$ cat config.mk
export PLATFORM = sky130hd
export DESIGN_NAME = bcd_ctrl
export DESIGN_NICKNAME = d
export VERILOG_FILES = /design/src/rtl/bcd_pkg.sv /design/src/rtl/bcd_ctrl.sv
export SDC_FILE = /design/constraint.sdc
export NUM_CORES = 1
export LEC_CHECK = 0
export BUFFER_PORTS_ARGS = -buffer_cell sky130_fd_sc_hd__buf_2
export CAP_MARGIN = 20
export CORE_AREA = 10 10 47 49
export CTS_CLUSTER_DIAMETER = 200
export CTS_CLUSTER_SIZE = 40
export DETAILED_ROUTE_END_ITERATION = 16
export DIE_AREA = 0 0 57 59
export GPL_TIMING_DRIVEN = 1
export PLACE_DENSITY_LB_ADDON = 0.12
export RECOVER_POWER = 50
export SYNTH_ARGS = -nofsm -noshare
export SYNTH_HDL_FRONTEND = slang
export SYNTH_SLANG_ARGS = --single-unit
export TNS_END_PERCENT = 10
$ cat constraint.sdc
create_clock -name clk -period 1.1 [get_ports clk]
set_clock_uncertainty 0.05 [all_clocks]
set_input_delay 0.055 -clock clk [delete_from_list [all_inputs] [get_ports clk]]
set_output_delay 0.055 -clock clk [all_outputs]
set_load 0.01 [all_outputs]
$ cat src/rtl/bcd_pkg.sv
// Package: shared widths, constants and controller/datapath handshake types.
package bcd_pkg;

  localparam int SAMPLE_W  = 16;
  localparam int TIME_W    = 32;
  localparam int LOCKOUT_W = 10;
  localparam int NUM_W     = 5;
  localparam int IDX_W     = 4;

  localparam logic [SAMPLE_W-1:0]  ALL_RELEASED  = 16'hFFFF;
  localparam logic [LOCKOUT_W-1:0] LOCKOUT_RESET = 10'd30;

  // Commands from the controller to the datapath
  typedef struct packed {
    logic capture;
    logic load;
    logic emit;
  } bcd_cmd_t;

  // Status from the datapath to the controller
  typedef struct packed {
    logic accept_ok;
    logic pend_last;
    logic out_free;
  } bcd_status_t;

endpackage

$ cat src/rtl/bcd_ctrl.sv
// Controller: sequences capture, lockout check and per-button event emission.
module bcd_ctrl
  import bcd_pkg::*;
(
  input  logic        clk,
  input  logic        rst_n,
  input  logic        in_valid,
  output logic        in_ready,
  input  bcd_status_t status,
  output bcd_cmd_t    cmd
);

  typedef enum logic [2:0] {
    ST_IDLE  = 3'b001,
    ST_CHECK = 3'b010,
    ST_EMIT  = 3'b100
  } state_t;

  state_t state_r, state_nxt;

  assign in_ready = (state_r == ST_IDLE);

  // Decode commands and next state
  always_comb begin
    state_nxt   = state_r;
    cmd.capture = 1'b0;
    cmd.load    = 1'b0;
    cmd.emit    = 1'b0;
    unique case (state_r)
      ST_IDLE: begin
        if (in_valid) begin
          cmd.capture = 1'b1;
          state_nxt   = ST_CHECK;
        end
      end
      ST_CHECK: begin
        if (status.accept_ok) begin
          cmd.load  = 1'b1;
          state_nxt = ST_EMIT;
        end else begin
          state_nxt = ST_IDLE;
        end
      end
      ST_EMIT: begin
        if (status.out_free) begin
          cmd.emit = 1'b1;
          if (status.pend_last) begin
            state_nxt = ST_IDLE;
          end
        end
      end
      default: state_nxt = ST_IDLE;
    endcase
  end

  // Hold state
  always_ff @(posedge clk) begin
    if (!rst_n) begin
      state_r <= ST_IDLE;
    end else begin
      state_r <= state_nxt;
    end
  end

  a_onehot: assert property (@(posedge clk) disable iff (!rst_n) $onehot(state_r))
    else $error("controller state not one-hot");
  a_emit_done: assert property (@(posedge clk) disable iff (!rst_n)
      (cmd.emit && status.pend_last) |=> in_ready)
    else $error("controller did not return to idle after last event");
  a_reject: assert property (@(posedge clk) disable iff (!rst_n)
      (state_r == ST_CHECK && !status.accept_ok) |=> in_ready)
    else $error("rejected sample did not release input");

endmodule

==> impl_results.md, run 1 <==
- Status: finished with violations
- Violated checks: negative setup slack
- Post-route cell area: 309 um^2
- Yosys top cell area share: 37.5%
- Inserted Diodes: 0
- Reg clk slew, reported paths: 0.04 ns
- Gpl congestion: 0.700
- Port Buffers: 9
- Most frequent cells in the layout: buf_2 (8), clkbuf_4 (3)
- Tot Pwr: 0.000388 W
- Antenna-violating nets left: 0
- DIE WIDTH: 57 um
- Global-route wire length before repair: 952 um
- Final Max Slew Viols: 0
- Crit-path slowest cell: dfxtp_4
- Slew Limit Headroom: 74.1%
- Largest delay contributor family on the critical path: simple AND/OR/NAND/NOR gates
- Hold Crit Class: primary input to flop
- Worst Slack Setup Final: -0.0811 ns
- DP Worst Slack: 0.0718 ns
- Post-Syn Area per Cell: 9.42 um^2
- DR DRC count: 0
- Crit path buffers/inverters: 1
- CTS tree: yes
- Cell taking the most area after synthesis: dfxtp_1
- Mapped Area: 160 um^2
- Post-synthesis sequential area ratio: 37.5%
- Die Y: 59 um
- Largest net degree at the start of global routing: 6
- Largest reg by FF count: state_r
- Crit path DAT: 1.08 ns
- Crit Path Max Fanout: 4
- Post-synth cell types: 13
- Total of max-cap violations: 0
- CTS Root Cell: clkbuf_4
- Clock buffer depth: 2
- Synth Instances: 17
- Setup TNS: -0.147 ns
- Starting Density: 11.4%
- Routed WL per cell: 11.3 um
- Worst slew pin tran: 0.383 ns
- # rows: 14
- Biggest regs: state_r x3
- Tcrit/Tclk final: 107%
- Max incr delay on CP: 0.35 ns
- Synth Warn #: 0
- Antenna violations before repair: 0
- H-tree depth: 1
- Unrepaired setup endpoints after global routing: true
- Final min period: 1.18 ns
- Drt total wl: 555 um
- Grt ovf: 0
- Startpoint Class: flop
- Final setup violating endpoints: 2
- Critical Path End Type: output port
- Vias per cell: 3.84
- Via count: 188
- Synthesis-to-layout area growth: 93.0%
- Max Fclk: 0.847 GHz
- Yosys reg bits: 3
- Pwr dens: 1260 nW/um^2
- Layout cells sized above 1: 69.7%
- Inserted Clock Buffers: 3
- Nets@finish: 40
- Placed cell area: 218 um^2
- Number of global-route vias before repair: 210
- Worst VDD drop: 0.426 mV
- Core area: 1400 um^2
- Initial DRC Count: 5
- Critical path class: flop to output port
- Most common cell after layout, fill and taps aside: buf_2
- Boundary pin count: 10
- Final hold violation count: 0
- Post-Synthesis Net Count: 23
- Critical Path RT: 1.00 ns
- Clk_lat worst skew: 0.24 ns
- Gr usage total: 4.01%
- Synth top area cells: dfxtp_1 (38%), nand3b_1 (9.4%), nor3b_2 (7.8%)
- Drt pass-1 iters: 4
- Max FFs per register: 3
- Worst-path cell chain: nor3b_4 -> and2_4 -> buf_6
- Die area: 3360 um^2
- Clk sinks: 3
- Pleak: 0.131 nW
[metal layers]
layer  global-route usage [%]  vias to the layer above  routed length (um)
met5                        0                        -                   0
met4                     4.03                        0                   0
met3                     3.22                        0                  59
met2                     5.12                       10                 245
met1                     3.91                       85                 249
li1                         -                       93                   -
[worst reg2reg max path, cell delays in order (launching register included)]
cell     delay, ns
dfxtp_2       0.32
nor3b_4       0.15
and2_4        0.16
buf_4         0.12
o31ai_2       0.19
[final timing paths]
| check | cells after the start | to | slack [ns] | startpoint |
|---|---|---|---|---|
| max | 3 | cmd[2] | -0.08 | state_r[1] |
| min | 2 | state_r[1] | 0.01 | in_valid |
| max reg2reg | 4 | state_r[0] | 0.03 | state_r[0] |
| min reg2reg | 2 | state_r[2] | 0.48 | state_r[2] |
[stage by stage]
stage                     cells  hold WS (ns)  utilization [%]
final                        49       0.00963             22.1
after global routing         49        0.0251             22.1
after CTS                    48       0.00283             20.9
after detailed placement     41         0.209             15.5
after global placement       41         0.205             15.5
after floorplan              17        0.0700                -
[power breakdown]
group	internal (W)	switching (W)
Combinational	0.0000461	0.0000275
Sequential	0.000112	0.00000611
Clock	0.000136	0.0000599
[area by class of cell]
class / count / area (um^2)
repair buffers: 13 / 87.6
fillers: 168 / 1090
clock buffers: 4 / 26.3
multi-input cells: 13 / 106
flip-flops and latches: 3 / 68.8
well taps: 16 / 20.0
[cell families after synthesis]
group           after synthesis  share of synthesized area [%]
simple gates                 11                           46.9
buf+inv                       1                           4.69
compound gates                2                           10.9
flops                         3                           37.5
[repair_timing]
item / CTS / global route
setup buffers: 2 / 1
resized for setup: 7 / 3
hold buffers: 1 / 0
endpoints found under the setup margin: 4 / 5
pin swaps: 2 / 3
endpoints found under the hold margin: 1 / 0
[cells in the mapped netlist (all sizes together)]
cell type  number
a21oi           1
and2            1
and3            1
buf             1
dfxtp           3
nand2           2
nand2b          1
nand3b          2
nor2            1
nor3            1
nor3b           1
nor4bb          1
o31ai           1
No activity file was read; power rests on OpenSTA's default activity.
==> run 2, diff against run 1 <==
--- a/config.mk
+++ b/config.mk
@@ -12,10 +12,10 @@
 export CTS_CLUSTER_SIZE = 40
 export DETAILED_ROUTE_END_ITERATION = 16
 export DIE_AREA = 0 0 57 59
-export GPL_TIMING_DRIVEN = 1
+export GPL_TIMING_DRIVEN = 0
 export PLACE_DENSITY_LB_ADDON = 0.12
 export RECOVER_POWER = 50
+export SETUP_SLACK_MARGIN = 0.05
 export SYNTH_ARGS = -nofsm -noshare
 export SYNTH_HDL_FRONTEND = slang
 export SYNTH_SLANG_ARGS = --single-unit
-export TNS_END_PERCENT = 10
==> run 2 against run 1 <==
  * The run still ends with negative setup slack left
  * Clock power barely moved
  * Non-clock buffer count up 3
  * Global-route usage is 0.56 points lower
  * Power up 6.7%
  * Worst setup slack got worse by 0.026 ns
  * Maximum frequency shrank 2.2%
  * Routed wire length stayed put
==> impl_results.md, run 2 (synthesis results as in run 1) <==
- Reg clk slew, reported paths: 0.04 ns
- Gpl congestion: 0.663
- Status: finished with violations
- Initial DRC Count: 2
- Hold Crit Class: primary input to flop
- GRT met2 Usage: 2.95%
- Starting Density: 11.4%
- Final min period: 1.21 ns
- Global-route wire length before repair: 807 um
- Critical Path End Type: output port
- Final setup violating endpoints: 3
- Largest reg by FF count: state_r
- Critical Path RT: 1.00 ns
- Vias per cell: 3.69
- Most Crowded Layer GR: met4
- DP Worst Slack: 0.0252 ns
- Inserted Diodes: 0
- Final hold violation count: 0
- H-tree depth: 1
- Worst Slack Setup Final: -0.107 ns
- Worst slew pin tran: 0.279 ns
- Nets@finish: 43
- DIE WIDTH: 57 um
- Clk sinks: 3
- CTS Root Cell: clkbuf_4
- Inserted Clock Buffers: 3
- Number of global-route vias before repair: 191
- Antenna-violating nets left: 0
- Total of max-cap violations: 0
- Slew Limit Headroom: 81.1%
- Met1 Use GR: 3.80%
- Critical path class: flop to output port
- Max FFs per register: 3
- Pleak: 0.151 nW
- Drt pass-1 iters: 2
- Biggest regs: state_r x3
- WHS: 0.0479 ns
- Tcrit/Tclk final: 110%
- Fillers: 162
- Crit path DAT: 1.10 ns
- Pwr dens: 1140 nW/um^2
- Unrepaired setup endpoints after global routing: true
- DR DRC count: 0
- Boundary pin count: 10
- Routed WL per cell: 10.7 um
- Most frequent cells in the layout: buf_2 (6), buf_6 (6), buf_4 (3), clkbuf_4 (3)
- Placed cells: 42
- Routing usage on met3: 3.00%
- Clk_lat worst skew: 0.24 ns
- Die area: 3360 um^2
- Fin cells: 52
- Violated checks: negative setup slack
- Setup TNS: -0.259 ns
- Clock buffer depth: 2
- Tot Pwr: 0.000414 W
- Largest net degree at the start of global routing: 6
- Antenna violations before repair: 0
- Worst VDD drop: 0.255 mV
- Core area: 1400 um^2
- # rows: 14
- Layout cells sized above 1: 77.8%
- Via count: 192
- Drt total wl: 555 um
- Synthesis-to-layout area growth: 127%
- Port Buffers: 9
- Crit Path Max Fanout: 3
- Startpoint Class: flop
- Final Max Slew Viols: 0
- Gr usage total: 3.46%
- Grt ovf: 0
- CTS tree: yes
- Die Y: 59 um
- Max Fclk: 0.828 GHz
run 2: power breakdown:
| group | internal, W | total, W | switching, W |
|---|---|---|---|
| clock network | 0.000136 | 0.000196 | 0.0000599 |
| logic | 0.0000656 | 0.000100 | 0.0000347 |
| registers | 0.000112 | 0.000118 | 0.00000530 |
run 2: per-stage QoR:
stage / utilization (%) / area (um^2)
after floorplan: - / 166
after global placement: 16.5 / 231
after detailed placement: 16.5 / 231
after CTS: 25.4 / 355
after global routing: 25.9 / 363
final: 25.9 / 363
run 2: critical path: stages, from the launching register on:
cell	delay (ns)
dfxtp_4	0.35
nor3b_4	0.23
and2_4	0.19
buf_6	0.10
run 2: path summary, 6_finish.rpt:
kind / slack, ns / cells past startpoint / endpoint / from
setup / recovery: -0.11 / 3 / cmd[2] / state_r[1]
hold / removal: 0.05 / 2 / state_r[1] / in_valid
setup reg to reg: 0.03 / 3 / state_r[0] / state_r[1]
hold reg to reg: 0.48 / 2 / state_r[2] / state_r[2]
run 2: final cells by class:
class	count	area, um^2	area share (%)
Buffer	1	7.51	2.07
Timing Repair Buffer	15	123	33.8
Clock buffer	4	26.3	7.24
Tap cell	16	20.0	5.52
Multi-Input combinational cell	13	118	32.4
Sequential cell	3	68.8	19.0
run 2: per-layer routing:
layer	routed length, um	part of all wire [%]
met3	86	15
met4	0	0
met5	0	0
met2	195	35
met1	273	49
run 2: what timing repair did:
action / CTS / global route
setup endpoints to repair: 5 / 6
endpoints found under the hold margin: 1 / 0
pin swaps: 2 / 2
hold buffers: 1 / 0
setup buffers: 5 / 0
resized for setup: 13 / 2
