File: config.mk
export PLATFORM = sky130hd
export DESIGN_NAME = bcd_dp
export DESIGN_NICKNAME = d
export VERILOG_FILES = /design/src/rtl/bcd_pkg.sv /design/src/rtl/bcd_dp.sv
export SDC_FILE = /design/constraint.sdc
export NUM_CORES = 1
export LEC_CHECK = 0
export BUFFER_PORTS_ARGS = -buffer_cell sky130_fd_sc_hd__clkbuf_2
export CORE_ASPECT_RATIO = 2
export CORE_MARGIN = 10
export CORE_UTILIZATION = 50
export CTS_CLUSTER_SIZE = 40
export DETAILED_ROUTE_END_ITERATION = 6
export PLACE_DENSITY = 0.69
export SLEW_MARGIN = 30
export SYNTH_ARGS = -nofsm -noshare
export SYNTH_HDL_FRONTEND = slang
export SYNTH_SLANG_ARGS = --single-unit
File: constraint.sdc
create_clock -name clk -period 4.9 [get_ports clk]
set_input_delay 0.98 -clock clk [delete_from_list [all_inputs] [get_ports clk]]
set_output_delay 0.98 -clock clk [all_outputs]
set_load 0.02 [all_outputs]
File: src/rtl/bcd_pkg.sv
// Package: shared widths, constants and controller/datapath handshake types.
package bcd_pkg;

  localparam int SAMPLE_W  = 16;
  localparam int TIME_W    = 32;
  localparam int LOCKOUT_W = 10;
  localparam int NUM_W     = 5;
  localparam int IDX_W     = 4;

  localparam logic [SAMPLE_W-1:0]  ALL_RELEASED  = 16'hFFFF;
  localparam logic [LOCKOUT_W-1:0] LOCKOUT_RESET = 10'd30;

  // Commands from the controller to the datapath
  typedef struct packed {
    logic capture;
    logic load;
    logic emit;
  } bcd_cmd_t;

  // Status from the datapath to the controller
  typedef struct packed {
    logic accept_ok;
    logic pend_last;
    logic out_free;
  } bcd_status_t;

endpackage

File: src/rtl/bcd_dp.sv
// Datapath: accepted levels, lockout timing, pending change mask and event register.
module bcd_dp
  import bcd_pkg::*;
#(
  parameter int BUTTON_COUNT = 16
) (
  input  logic                 clk,
  input  logic                 rst_n,
  input  bcd_cmd_t             cmd,
  output bcd_status_t          status,
  input  logic [SAMPLE_W-1:0]  in_sample,
  input  logic [TIME_W-1:0]    in_time,
  input  logic                 cfg_we,
  input  logic [LOCKOUT_W-1:0] cfg_wdata,
  output logic                 out_valid,
  input  logic                 out_ready,
  output logic [NUM_W-1:0]     out_number,
  output logic                 out_pressed,
  output logic                 out_last
);

  localparam int ACTIVE = (BUTTON_COUNT >= SAMPLE_W) ? SAMPLE_W : BUTTON_COUNT;
  localparam logic [SAMPLE_W-1:0] ACTIVE_MASK =
    (ACTIVE >= SAMPLE_W) ? ALL_RELEASED : SAMPLE_W'((64'd1 << ACTIVE) - 64'd1);

  logic [SAMPLE_W-1:0]  sample_r;
  logic [TIME_W-1:0]    time_r;
  logic [SAMPLE_W-1:0]  levels_r;
  logic [TIME_W-1:0]    last_time_r;
  logic [LOCKOUT_W-1:0] lockout_r;
  logic [SAMPLE_W-1:0]  pending_r;
  logic                 out_valid_r;
  logic [NUM_W-1:0]     out_number_r;
  logic                 out_pressed_r;
  logic                 out_last_r;

  logic [SAMPLE_W-1:0] changed;
  logic [TIME_W-1:0]   elapsed;
  logic [SAMPLE_W-1:0] pending_rest;
  logic [IDX_W-1:0]    low_idx;

  // Lockout check on the captured sample
  assign changed = (sample_r ^ levels_r) & ACTIVE_MASK;
  assign elapsed = time_r - last_time_r;

  // Find the lowest pending button and the mask left after it
  assign pending_rest = pending_r & (pending_r - SAMPLE_W'(1));
  always_comb begin
    low_idx = '0;
    for (int i = SAMPLE_W - 1; i >= 0; i--) begin
      if (pending_r[i]) begin
        low_idx = IDX_W'(i);
      end
    end
  end

  assign status.accept_ok = (changed != '0) &&
                            (elapsed >= {{(TIME_W-LOCKOUT_W){1'b0}}, lockout_r});
  assign status.pend_last = (pending_rest == '0);
  assign status.out_free  = !out_valid_r || out_ready;

  // Capture the incoming transaction, forcing unused buttons to released
  always_ff @(posedge clk) begin
    if (cmd.capture) begin
      sample_r <= (in_sample & ACTIVE_MASK) | ~ACTIVE_MASK;
      time_r   <= in_time;
    end
  end

  // Hold the accepted state and lockout register
  always_ff @(posedge clk) begin
    if (!rst_n) begin
      levels_r    <= ALL_RELEASED;
      last_time_r <= '0;
      lockout_r   <= LOCKOUT_RESET;
    end else begin
      if (cfg_we) begin
        lockout_r <= cfg_wdata;
      end
      if (cmd.load) begin
        levels_r    <= sample_r;
        last_time_r <= time_r;
      end
    end
  end

  // Advance the pending change mask
  always_ff @(posedge clk) begin
    if (cmd.load) begin
      pending_r <= changed;
    end else if (cmd.emit) begin
      pending_r <= pending_rest;
    end
  end

  // Event output register
  always_ff @(posedge clk) begin
    if (!rst_n) begin
      out_valid_r <= 1'b0;
    end else if (cmd.emit) begin
      out_valid_r <= 1'b1;
    end else if (out_ready) begin
      out_valid_r <= 1'b0;
    end
  end

  always_ff @(posedge clk) begin
    if (cmd.emit) begin
      out_number_r  <= NUM_W'(low_idx) + NUM_W'(1);
      out_pressed_r <= ~levels_r[low_idx];
      out_last_r    <= (pending_rest == '0);
    end
  end

  assign out_valid   = out_valid_r;
  assign out_number  = out_number_r;
  assign out_pressed = out_pressed_r;
  assign out_last    = out_last_r;

  a_emit_pending: assert property (@(posedge clk) disable iff (!rst_n)
      cmd.emit |-> (pending_r != '0))
    else $error("event emitted with no pending change");
  a_load_nonzero: assert property (@(posedge clk) disable iff (!rst_n)
      cmd.load |=> (pending_r != '0))
    else $error("accepted sample left no pending change");
  a_emit_valid: assert property (@(posedge clk) disable iff (!rst_n)
      cmd.emit |=> out_valid_r)
    else $error("emitted event not presented");
  a_load_ok: assert property (@(posedge clk) disable iff (!rst_n)
      cmd.load |-> status.accept_ok)
    else $error("sample loaded without passing lockout check");

endmodule

==> qor.yml, run 1 <==
outcome: "finished, violations left"
failed_checks: "setup timing"
gp_congestion: 0.9159
crit_top_cell: "sky130_fd_sc_hd__a21o_1"
finalSetupViolations: 1
final.period_utilization_pct: 105.2
crit_path_top_delay_cell: "sky130_fd_sc_hd__or4_4"
synth-seq-area-share_pct: 44.87
fin_worst_skew_ns: 0.008650
area_growth_syn_to_layout_pct: 16.10
synth_cell_type_count: 67
worst_ep_required_time_ns: 3.92
clock_insertion_delay_worst_skew_ns: 0.42
setup_ws_pre_cts_ns: -0.1098
holdPathEnd: "lockout_r[4]"
place.port_buffers: 75
ctsLongestPathBuffers: 2
tightestPinTransition_ns: 0.7993
worst-path-max-fanout: 2
fraction_of_synthesized_cell_area_taken_by_the_top_area_cell_type_pct: 28.87
global_route.overflow_total: 0
relSlewSlack_pct: 46.72
routed_wire_length_per_instance_um: 17.53
antenna_found_initial: 0
rsz_0062_raised_after_global_routing: "true"
drt_first_pass_iters: 5
detailedRoute.firstIterationViolations: 230
largest_net_degree_at_the_start_of_global_routing: 63
crit_path_capture_type: "output pin"
dieArea_mm2: 0.02033
drc: 0
detailed_place_hpwl_um: 13530
final_layout_size_suffix_gt1_share_pct: 16.83
initial_standard_cell_utilization_of_the_core_pct: 51.18
vias_in_the_first_global_route: 6209
total_count_of_max_transition_violations_in_the_final_report: 0
cap_viol_max_count: 0
p_total_mw: 3.275
synth_commonest_cells: "71 x sky130_fd_sc_hd__edfxtp_1, 70 x sky130_fd_sc_hd__nand2_1, 59 x sky130_fd_sc_hd__dfxtp_1"
synth-seq-cells: 130
clkSlewWorstSetupHoldPaths_ns: 0.05
total_leakage_power_nw: 3.536
post_synth_inst_count: 750
ctsRootBufferMaster: "sky130_fd_sc_hd__clkbuf_16"
placementRows: 62
synthesis.area_per_instance_um2: 9.846
hold_path_class: "reg -> reg"
chipHeight_um: 191.9
maximum_vdd_drop_mv: 0.3163
grt_usage_pct: 18.24
period_needed_ns: 5.155
cts_tree: "yes"
regToRegEndpoint: "out_pressed"
synth_warnings: 0
synth-edff-count: 71
grt_pass1_wl_um: 29680
setup-tns-final_ns: -0.2553
placeableCoreArea_mm2: 0.01443
detail_route.vias_per_cell: 5.603
fillCellCount: 1277
hold_viol: 0
detail-route-antenna-nets: 0
post_cts_hold_buffer_count: 0
ctsHtreeMaxLevel: 4
cts-buffers-inserted: 17
ys.flop_type: "sky130_fd_sc_hd__edfxtp_1"
cp_top_family: "simple AND/OR/NAND/NOR gates"
chipWidth_um: 105.9
fin_nets: 933
vias: 5771
setup.worst_path.class: "reg -> out"
worst_path_largest_cell_delay_ns: 0.43
hold_ws_ns: 0.4947
crit-reg2reg-launch: "pending_r[1]"
post-synth-top-count-cell: "sky130_fd_sc_hd__edfxtp_1"
net_count_after_synthesis: 858
timing.critical_path.cells: "inv_1 > ha_2 > fa_2 > nand2b_4 > a21o_1 > nand2_2 > xor2_1 > ha_1 > a21o_1 > a211oi_2 > nor2_1 > nor4_1 > and4_1 > o21ai_1 > or4_4 > nor4_4 > a41oi_2 > buf_4"
synth_largest_area_cell: "sky130_fd_sc_hd__edfxtp_1"
async_reset_ff_share_pct: 0
finish.utilization_pct: 59.42
antennaDiodeCount: 0
worst_hold_path.num_cells: 2
start_kind: "flip-flop"
cells_taking_the_most_area_after_synthesis: "sky130_fd_sc_hd__edfxtp_1 29%, sky130_fd_sc_hd__dfxtp_1 16%, sky130_fd_sc_hd__mux2i_1 7.9%"
timing.critical_path.arrival_ns: 4.18
power_density_mw_per_mm2: 382.1
rr_worst_depth: 8
netlist_area_mm2: 0.007385
timing.hold.worst.start: "lockout_r[4]"
fmaxAchievable_ghz: 0.1940
r2r_slack_ns: 1.89
cts_sinks: 130
total_routed_wirelength_um: 18060
io-pin-count: 76
critical_path_buf_inv_count: 2
worst_slack_ns: -0.2553
-- worst register-to-register path, cell delays in order (launching register included) --
cell and delay (ns):
sky130_fd_sc_hd__edfxtp_1 0.58, sky130_fd_sc_hd__nor2_8 0.20, sky130_fd_sc_hd__nand2_2 0.09, sky130_fd_sc_hd__or3_1 0.42
sky130_fd_sc_hd__or3_4 0.39, sky130_fd_sc_hd__a21oi_1 0.47, sky130_fd_sc_hd__o21ai_0 0.24, sky130_fd_sc_hd__a211oi_1 0.30
sky130_fd_sc_hd__nor3_1 0.08
-- metrics by stage --
step / instance area [µm²] / std cells
2_1_floorplan: 7385 / 750
3_3_place_gp: 7928 / 993
3_5_place_dp: 7928 / 993
4_1_cts: 8547 / 1030
5_1_grt: 8573 / 1030
6_report: 8573 / 1030
-- worst max path at each step --
stage                         start   endpoint  slack, ns  cells past startpoint
after floorplan           time_r[0]  status[2]       0.31                     17
after global placement    time_r[0]  status[2]       0.04                     18
after detailed placement  time_r[0]  status[2]      -0.11                     18
after CTS                 time_r[0]  status[2]      -0.21                     18
after global routing      time_r[0]  status[2]      -0.45                     18
final                     time_r[0]  status[2]      -0.26                     18
-- timing repair --
action                                  4_1_cts  5_1_grt
pin swaps                                    11        1
buffers inserted                              5        0
endpoints found under the setup margin        1        1
gates resized for setup                       9        5
-- layout by cell type, fill, tap and decap left out, types with 6 or more instances in the layout --
cell type / Yosys / final
sky130_fd_sc_hd__nand2_1: 70 / 69
sky130_fd_sc_hd__nor4_1: 11 / 10
sky130_fd_sc_hd__a21o_1: 12 / 12
sky130_fd_sc_hd__nor2b_1: 41 / 41
sky130_fd_sc_hd__edfxtp_1: 71 / 71
sky130_fd_sc_hd__ha_1: 42 / 41
sky130_fd_sc_hd__clkbuf_2: 0 / 73
sky130_fd_sc_hd__o211ai_1: 12 / 12
sky130_fd_sc_hd__dfxtp_1: 59 / 58
sky130_fd_sc_hd__nand3_1: 7 / 7
sky130_fd_sc_hd__o21ai_0: 42 / 41
sky130_fd_sc_hd__and4_1: 7 / 7
sky130_fd_sc_hd__clkbuf_16: 0 / 17
sky130_fd_sc_hd__a211oi_1: 10 / 9
sky130_fd_sc_hd__xor2_1: 21 / 21
sky130_fd_sc_hd__buf_4: 0 / 14
sky130_fd_sc_hd__mux2i_1: 58 / 58
sky130_fd_sc_hd__nand2b_1: 7 / 6
sky130_fd_sc_hd__nor3_1: 11 / 11
sky130_fd_sc_hd__xnor2_1: 17 / 17
sky130_fd_sc_hd__nor2_1: 39 / 39
sky130_fd_sc_hd__a31oi_1: 6 / 6
sky130_fd_sc_hd__clkinv_2: 0 / 6
sky130_fd_sc_hd__a21oi_1: 37 / 36
sky130_fd_sc_hd__inv_1: 56 / 56
-- power by group --
part           total (mW)  leakage, nW  internal, mW  switching [mW]
clock network        1.19        0.271         0.740           0.453
logic               0.742         2.07         0.313           0.429
registers            1.34         1.20          1.26          0.0820
total                3.28         3.54          2.31           0.964
-- per-layer routing --
| layer | routed length [µm] | up-vias | track usage, % |
|---|---|---|---|
| li1 | - | 2849 | - |
| met1 | 6363 | 2740 | 16.82 |
| met2 | 10240 | 133 | 35.30 |
| met5 | 0 | - | 0 |
| met3 | 483 | 49 | 3.122 |
| met4 | 971 | 0 | 11.78 |
-- cells by family (layout without fill, tap and decap cells) --
group | after synthesis | after routing | share of synthesized area (%)
multiplexers | 62 | 62 | 8.472
XOR/XNOR | 38 | 38 | 4.507
adder cells (fa/ha/maj) | 45 | 45 | 7.675
AO/OA/AOI/OAI | 161 | 161 | 13.83
AND/OR/NAND/NOR | 227 | 227 | 16.08
flip-flops | 130 | 130 | 44.87
buffers and inverters | 87 | 175 | 4.575
-- sequential cells by signal, indices dropped and copies added (netlist names) --
signal / count
last_time_r: 32
levels_r: 16
lockout_r: 10
out_last: 1
out_number: 5
out_pressed: 1
out_valid: 1
pending_r: 16
sample_r: 16
time_r: 32
-- area by class of cell --
type,instances,area [µm²],area share [%]
clock buffers,20,436.7,5.093
clock inverters,12,117.6,1.372
inverters,56,210.2,2.452
multi-input cells,533,3784,44.13
flip-flops and latches,130,3314,38.66
well taps,192,240.2,2.802
repair buffers,87,470.5,5.487
Power figures use the tool's default switching activity.
==> inputs of run 2 (changes only) <==
- CORE_ASPECT_RATIO: 2 -> 1.2
- PLACE_DENSITY: 0.69 -> not set
- PLACE_DENSITY_LB_ADDON: not set -> 0.1
==> qor.yml, run 2 (synthesized netlist as in run 1, its figures left out) <==
outcome: "finished, violations left"  # unchanged
failed_checks: "setup timing"  # unchanged
total_routed_wirelength_um: 16350  # was 18060 µm
worst_slack_ns: -0.1087  # was -0.2553 ns
place.port_buffers: 75  # unchanged
fin_worst_skew_ns: 0.007160  # was 0.008650 ns
detailed_place_hpwl_um: 12110  # was 13530 µm
cts-buffers-inserted: 17  # unchanged
global_route.overflow_total: 0  # unchanged
io-pin-count: 76  # unchanged
total_leakage_power_nw: 3.496  # was 3.536 nW
setup.worst_path.class: "reg -> out"  # unchanged
chipHeight_um: 153.1  # was 191.9 µm
grt_usage_pct: 16.68  # was 18.24%
largest_net_degree_at_the_start_of_global_routing: 60  # was 63
start_kind: "flip-flop"  # unchanged
clock_insertion_delay_worst_skew_ns: 0.42  # about the same
finalSetupViolations: 1  # unchanged
most-common-layout-cells: "72 x sky130_fd_sc_hd__clkbuf_2, 71 x sky130_fd_sc_hd__edfxtp_1, 69 x sky130_fd_sc_hd__nand2_1"  # was 73 x sky130_fd_sc_hd__clkbuf_2, 71 x sky130_fd_sc_hd__edfxtp_1, 69 x sky130_fd_sc_hd__nand2_1
crit-reg2reg-launch: "pending_r[0]"  # was pending_r[1]
antenna_found_initial: 0  # unchanged
relSlewSlack_pct: 53.62  # was 46.72%
timing.critical_path.cells: "inv_1 > ha_2 > fa_2 > nand2b_4 > a21o_1 > nand2_2 > xor2_1 > ha_1 > a21o_1 > a211oi_2 > nor2_1 > nor4_1 > and4_1 > o21ai_1 > or4_1 > nor4_2 > a41oi_2 > buf_4"  # was inv_1 > ha_2 > fa_2 > nand2b_4 > a21o_1 > nand2_2 > xor2_1 > ha_1 > a21o_1 > a211oi_2 > nor2_1 > nor4_1 > and4_1 > o21ai_1 > or4_4 > nor4_4 > a41oi_2 > buf_4
worst_ep_required_time_ns: 3.92  # about the same
antennaDiodeCount: 0  # unchanged
total_count_of_max_transition_violations_in_the_final_report: 0  # unchanged
detail_route.vias_per_cell: 5.544  # was 5.603
drc: 0  # unchanged
rr_worst_depth: 8  # unchanged
period_needed_ns: 5.009  # was 5.155 ns
routed_wire_length_per_instance_um: 16.22  # was 17.53 µm
ctsHtreeMaxLevel: 4  # unchanged
worst_path_largest_cell_delay_ns: 0.42  # was 0.43 ns
r2r_slack_ns: 1.98  # was 1.89 ns
detail-route-antenna-nets: 0  # unchanged
cts_sinks: 130  # unchanged
vias: 5588  # was 5771
rsz_0062_raised_after_global_routing: "true"  # unchanged
hold_path_class: "reg -> reg"  # unchanged
worst-path-max-fanout: 2  # unchanged
cts_tree: "yes"  # unchanged
area_growth_syn_to_layout_pct: 15.15  # was 16.10%
final_common_cell: "sky130_fd_sc_hd__clkbuf_2"  # unchanged
crit_path_top_delay_cell: "sky130_fd_sc_hd__or4_1"  # was sky130_fd_sc_hd__or4_4
multiInputGateArea_mm2: 0.003771  # was 0.003784 mm²
gp_congestion: 0.9433  # was 0.9159
layout.area.seq_mm2: 0.003314  # unchanged
tightestPinTransition_ns: 0.6958  # was 0.7993 ns
crit_path_capture_type: "output pin"  # unchanged
fin_nets: 928  # was 933
clkSlewWorstSetupHoldPaths_ns: 0.06  # was 0.05 ns
fillCellCount: 1255  # was 1277
vias_in_the_first_global_route: 5615  # was 6209
hold_viol: 0  # unchanged
final.period_utilization_pct: 102.2  # was 105.2%
dieArea_mm2: 0.02005  # was 0.02033 mm²
crit_start: "time_r[0]"  # unchanged
dp_cells: 976  # was 993
crit_top_cell: "sky130_fd_sc_hd__a21o_1"  # unchanged
timing.critical_path.arrival_ns: 4.03  # was 4.18 ns
detailedRoute.firstIterationViolations: 275  # was 230
power_density_mw_per_mm2: 377.9  # was 382.1 mW/mm²
drt_first_pass_iters: 4  # was 5
placeableCoreArea_mm2: 0.01441  # was 0.01443 mm²
cap_viol_max_count: 0  # unchanged
initial_standard_cell_utilization_of_the_core_pct: 51.23  # was 51.18%
chipWidth_um: 130.9  # was 105.9 µm
placementRows: 48  # was 62
regToRegEndpoint: "out_pressed"  # unchanged
final_layout_size_suffix_gt1_share_pct: 16.57  # was 16.83%
instances_no_fill: 1008  # was 1030
fmaxAchievable_ghz: 0.1997  # was 0.1940 GHz
ctsRootBufferMaster: "sky130_fd_sc_hd__clkbuf_16"  # unchanged
maximum_vdd_drop_mv: 0.2353  # was 0.3163 mV
ctsLongestPathBuffers: 2  # unchanged
grt_pass1_wl_um: 26870  # was 29680 µm
worstSetupEndpoint: "status[2]"  # unchanged
p_total_mw: 3.213  # was 3.275 mW
biggestRegsByFlops: "last_time_r: 32 flops, time_r: 32 flops"  # unchanged
## run 2: cell types whose count changed in the layout (fill, tap and decap cells not counted), moves of 2 or more
cell and delta:
sky130_fd_sc_hd__inv_6 +4, sky130_fd_sc_hd__clkbuf_1 -2, sky130_fd_sc_hd__buf_4 -5, sky130_fd_sc_hd__bufinv_16 -2
sky130_fd_sc_hd__clkinvlp_4 +2, sky130_fd_sc_hd__clkinv_2 -4
## run 2: worst min path at each step
stage / slack (ns) / startpoint / to / cells after the start
floorplan: 0.46 / lockout_r[1] / lockout_r[1] / 2
global placement: 0.48 / lockout_r[3] / lockout_r[3] / 2
detailed placement: 0.49 / lockout_r[3] / lockout_r[3] / 2
CTS: 0.50 / lockout_r[3] / lockout_r[3] / 2
global route: 0.53 / lockout_r[1] / lockout_r[1] / 2
finish: 0.50 / lockout_r[1] / lockout_r[1] / 2
## run 2: layer usage
metal	vias to the layer above	GRT usage [%]	share of wire [%]
met5	-	0	0
met4	0	7.851	2.6
met3	26	4.014	3.3
met2	102	29.60	53
met1	2623	17.94	41
li1	2837	-	-
## run 2: final cells by class
class	count	share of cell area [%]
Inverter	56	2.472
Multi-Input combinational cell	533	44.35
Clock buffer	19	5.341
Tap cell	175	2.575
Sequential cell	130	38.98
Clock inverter	13	1.162
Timing Repair Buffer	82	5.121
## run 2: report_power, final
part	internal, mW	switching, mW	total, mW
clock	0.681	0.485	1.17
sequential	1.26	0.0788	1.34
combinational	0.307	0.404	0.711
## run 2: what timing repair did
action                                  in CTS  in global routing
hold buffers                                 0                  0
buffers inserted                             0                  0
endpoints found under the setup margin       1                  1
resized for setup                            8                  4
pin swaps                                    6                  0
## run 2: critical path: cells and delay by family (launching register included)
kind                     cells  cell delay, ns
flip-flops                   1            0.34
buffers and inverters        2            0.25
AND/OR/NAND/NOR              7            1.25
adder cells (fa/ha/maj)      3            0.79
XOR/XNOR                     1            0.16
AO/OA/AOI/OAI                5            0.82
## run 2: stage by stage
stage	setup WS [ns]	utilization (%)	TNS [ns]	area (µm²)	hold slack [ns]
CTS	-0.1834	58.88	-0.1834	8487	0.5011
finish	-0.1087	58.99	-0.1087	8503	0.5014
global placement	0.06452	54.85	0	7906	0.4811
floorplan	0.3083	-	0	7385	0.4614
detailed placement	-0.01920	54.87	-0.01920	7909	0.4919
global route	-0.3937	58.99	-0.3937	8503	0.5287
==> inputs of run 3 (changes only) <==
==> constraint.sdc (replaced) <==
create_clock -name clk -period 4.9 [get_ports clk]
set_input_delay 0.98 -clock clk [delete_from_list [all_inputs] [get_ports clk]]
set_output_delay 0.98 -clock clk [all_outputs]
set_load 0.05 [all_outputs]
==> qor.yml, run 3 (synthesized netlist as in run 1, its figures left out) <==
r2r_slack_ns: 2.00  # was 1.98 ns
cts_sinks: 130  # unchanged
worst_slack_ns: -0.1901  # was -0.1087 ns
failed_checks: "setup timing"  # unchanged
worst_path_largest_cell_delay_ns: 0.42  # about the same
timing.hold.worst.start: "lockout_r[2]"  # was lockout_r[1]
fillCellCount: 1287  # was 1255
comb_power_share_pct: 21.1  # was 22.1%
final_layout_size_suffix_gt1_share_pct: 16.67  # was 16.57%
clock_power_share_pct: 40.6  # was 36.3%
instances_no_fill: 1009  # was 1008
routed_wire_length_per_instance_um: 16.47  # was 16.22 µm
placementRows: 48  # unchanged
crit_path_capture_type: "output pin"  # unchanged
maximum_vdd_drop_mv: 0.2431  # was 0.2353 mV
timing.critical_path.cells: "inv_1 > ha_2 > fa_2 > nand2b_4 > a21o_1 > nand2_2 > xor2_1 > ha_1 > a21o_1 > a211oi_2 > nor2_1 > nor4_1 > and4_1 > o21ai_1 > or4_1 > nor4_2 > a41oi_2 > buf_8"  # was inv_1 > ha_2 > fa_2 > nand2b_4 > a21o_1 > nand2_2 > xor2_1 > ha_1 > a21o_1 > a211oi_2 > nor2_1 > nor4_1 > and4_1 > o21ai_1 > or4_1 > nor4_2 > a41oi_2 > buf_4
final_common_cell: "sky130_fd_sc_hd__clkbuf_2"  # unchanged
chipWidth_um: 130.9  # unchanged
detailed_place_hpwl_um: 12140  # was 12110 µm
power_density_mw_per_mm2: 404.1  # was 377.9 mW/mm²
period_needed_ns: 5.090  # was 5.009 ns
timing.critical_path.arrival_ns: 4.11  # was 4.03 ns
fmaxAchievable_ghz: 0.1965  # was 0.1997 GHz
cts-buffers-inserted: 17  # unchanged
chipHeight_um: 153.1  # unchanged
grt_pass1_wl_um: 27570  # was 26870 µm
finalSetupViolations: 1  # unchanged
io-pin-count: 76  # unchanged
total_count_of_max_transition_violations_in_the_final_report: 0  # unchanged
initial_standard_cell_utilization_of_the_core_pct: 51.23  # unchanged
internal_dissipation_mw: 2.515  # was 2.245 mW
setup.worst_path.class: "reg -> out"  # unchanged
hold_ws_ns: 0.4957  # was 0.5014 ns
ctsHtreeMaxLevel: 4  # unchanged
fin_worst_skew_ns: 0.008912  # was 0.007160 ns
clkSlewWorstSetupHoldPaths_ns: 0.06  # about the same
total_leakage_power_nw: 3.568  # was 3.496 nW
hold_path_class: "reg -> reg"  # unchanged
holdPathEnd: "lockout_r[2]"  # was lockout_r[1]
global_route.overflow_total: 0  # unchanged
crit_path_top_delay_cell: "sky130_fd_sc_hd__or4_1"  # unchanged
rsz_0062_raised_after_global_routing: "true"  # unchanged
hold_viol: 0  # unchanged
antennaDiodeCount: 0  # unchanged
antenna_found_initial: 0  # unchanged
detail-route-antenna-nets: 0  # unchanged
cap_viol_max_count: 0  # unchanged
place.port_buffers: 75  # unchanged
fin_nets: 929  # was 928
gp_congestion: 0.9511  # was 0.9433
detailedRoute.firstIterationViolations: 370  # was 275
netSwitchingPower_mw: 0.9762  # was 0.9680 mW
crit_top_cell: "sky130_fd_sc_hd__a21o_1"  # unchanged
crit-reg2reg-launch: "pending_r[0]"  # unchanged
ctsRootBufferMaster: "sky130_fd_sc_hd__clkbuf_16"  # unchanged
drt_first_pass_iters: 4  # unchanged
post_cts_hold_buffer_count: 0  # unchanged
start_kind: "flip-flop"  # unchanged
final.period_utilization_pct: 103.9  # was 102.2%
ctsLongestPathBuffers: 2  # unchanged
clock_insertion_delay_worst_skew_ns: 0.43  # was 0.42 ns
placeableCoreArea_mm2: 0.01441  # unchanged
grt_usage_pct: 17.16  # was 16.68%
area_growth_syn_to_layout_pct: 16.98  # was 15.15%
vias_in_the_first_global_route: 5818  # was 5615
total_routed_wirelength_um: 16620  # was 16350 µm
dieArea_mm2: 0.02005  # unchanged
biggestRegsByFlops: "last_time_r: 32 flops, time_r: 32 flops"  # unchanged
relSlewSlack_pct: 54.17  # was 53.62%
sequentialPowerShare_pct: 38.3  # was 41.6%
p_total_mw: 3.491  # was 3.213 mW
tightestPinTransition_ns: 0.6875  # was 0.6958 ns
regToRegEndpoint: "out_pressed"  # unchanged
worst-path-max-fanout: 2  # unchanged
rr_worst_depth: 8  # unchanged
worst_hold_path.num_cells: 2  # unchanged
most-common-layout-cells: "72 x sky130_fd_sc_hd__clkbuf_2, 71 x sky130_fd_sc_hd__edfxtp_1, 69 x sky130_fd_sc_hd__nand2_1"  # unchanged
outcome: "finished, violations left"  # unchanged
vias: 5665  # was 5588
largest_net_degree_at_the_start_of_global_routing: 60  # unchanged
cts_tree: "yes"  # unchanged
switching_share_pct: 27.96  # was 30.12%
worst_ep_required_time_ns: 3.92  # about the same
cts.repair_timing.setup_buffer_count: 0  # unchanged
drc: 0  # unchanged
detail_route.vias_per_cell: 5.614  # was 5.544
dp_cells: 977  # was 976
[run 3: power by group through the flow]
stage          logic [mW]  registers (mW)  clock network (mW)
2_1_floorplan       0.520            1.36                   0
3_3_place_gp        0.705            1.35                   0
3_5_place_dp        0.719            1.36                   0
4_1_cts             0.732            1.34                1.45
5_1_grt             0.826            1.35                1.50
6_report            0.737            1.34                1.42
[run 3: repair_timing]
action / CTS / global route
gates cloned: 0 / 0
endpoints found under the setup margin: 1 / 1
pin swaps: 8 / 0
resized for setup: 9 / 4
[run 3: how the worst max path moves through the flow]
| stage | from | to | slack (ns) | cells past startpoint |
|---|---|---|---|---|
| 2_1_floorplan | time_r[0] | status[2] | 0.05 | 17 |
| 3_3_place_gp | time_r[0] | status[2] | -0.03 | 18 |
| 3_5_place_dp | time_r[0] | status[2] | -0.08 | 18 |
| 4_1_cts | time_r[0] | status[2] | -0.19 | 18 |
| 5_1_grt | time_r[1] | status[2] | -0.46 | 17 |
| 6_report | time_r[0] | status[2] | -0.19 | 18 |
[run 3: critical path, delay by kind of cell, from the launching register on]
kind                     cells  cell delay [ns]
AND/OR/NAND/NOR              7             1.27
AO/OA/AOI/OAI                5             0.89
adder cells (fa/ha/maj)      3             0.79
flip-flops                   1             0.34
buffers and inverters        2             0.26
XOR/XNOR                     1             0.16
[run 3: cell type report]
cell class,count,area (µm²),area share [%]
Clock buffer,20,467.9,5.417
Clock inverter,12,200.2,2.317
Inverter,56,210.2,2.433
Multi-Input combinational cell,533,3777,43.73
Sequential cell,130,3313,38.35
Tap cell,175,219.0,2.535
Timing Repair Buffer,83,450.4,5.214
[run 3: through the flow]
| stage | setup WS [ns] | cell area, µm² | utilization [%] | setup TNS [ns] |
|---|---|---|---|---|
| final | -0.1901 | 8638 | 59.93 | -0.1901 |
| after global routing | -0.4621 | 8638 | 59.93 | -0.4621 |
| after CTS | -0.1886 | 8620 | 59.80 | -0.1886 |
| after detailed placement | -0.08446 | 7916 | 54.92 | -0.08446 |
| after global placement | -0.03134 | 7914 | 54.90 | -0.03134 |
| after floorplan | 0.05237 | 7385 | - | 0 |
[run 3: per-layer routing]
metal,track usage (%),routed length (µm)
met1,17.96,6616
met2,30.59,8751
met3,4.637,692
met4,8.223,556
met5,0,0
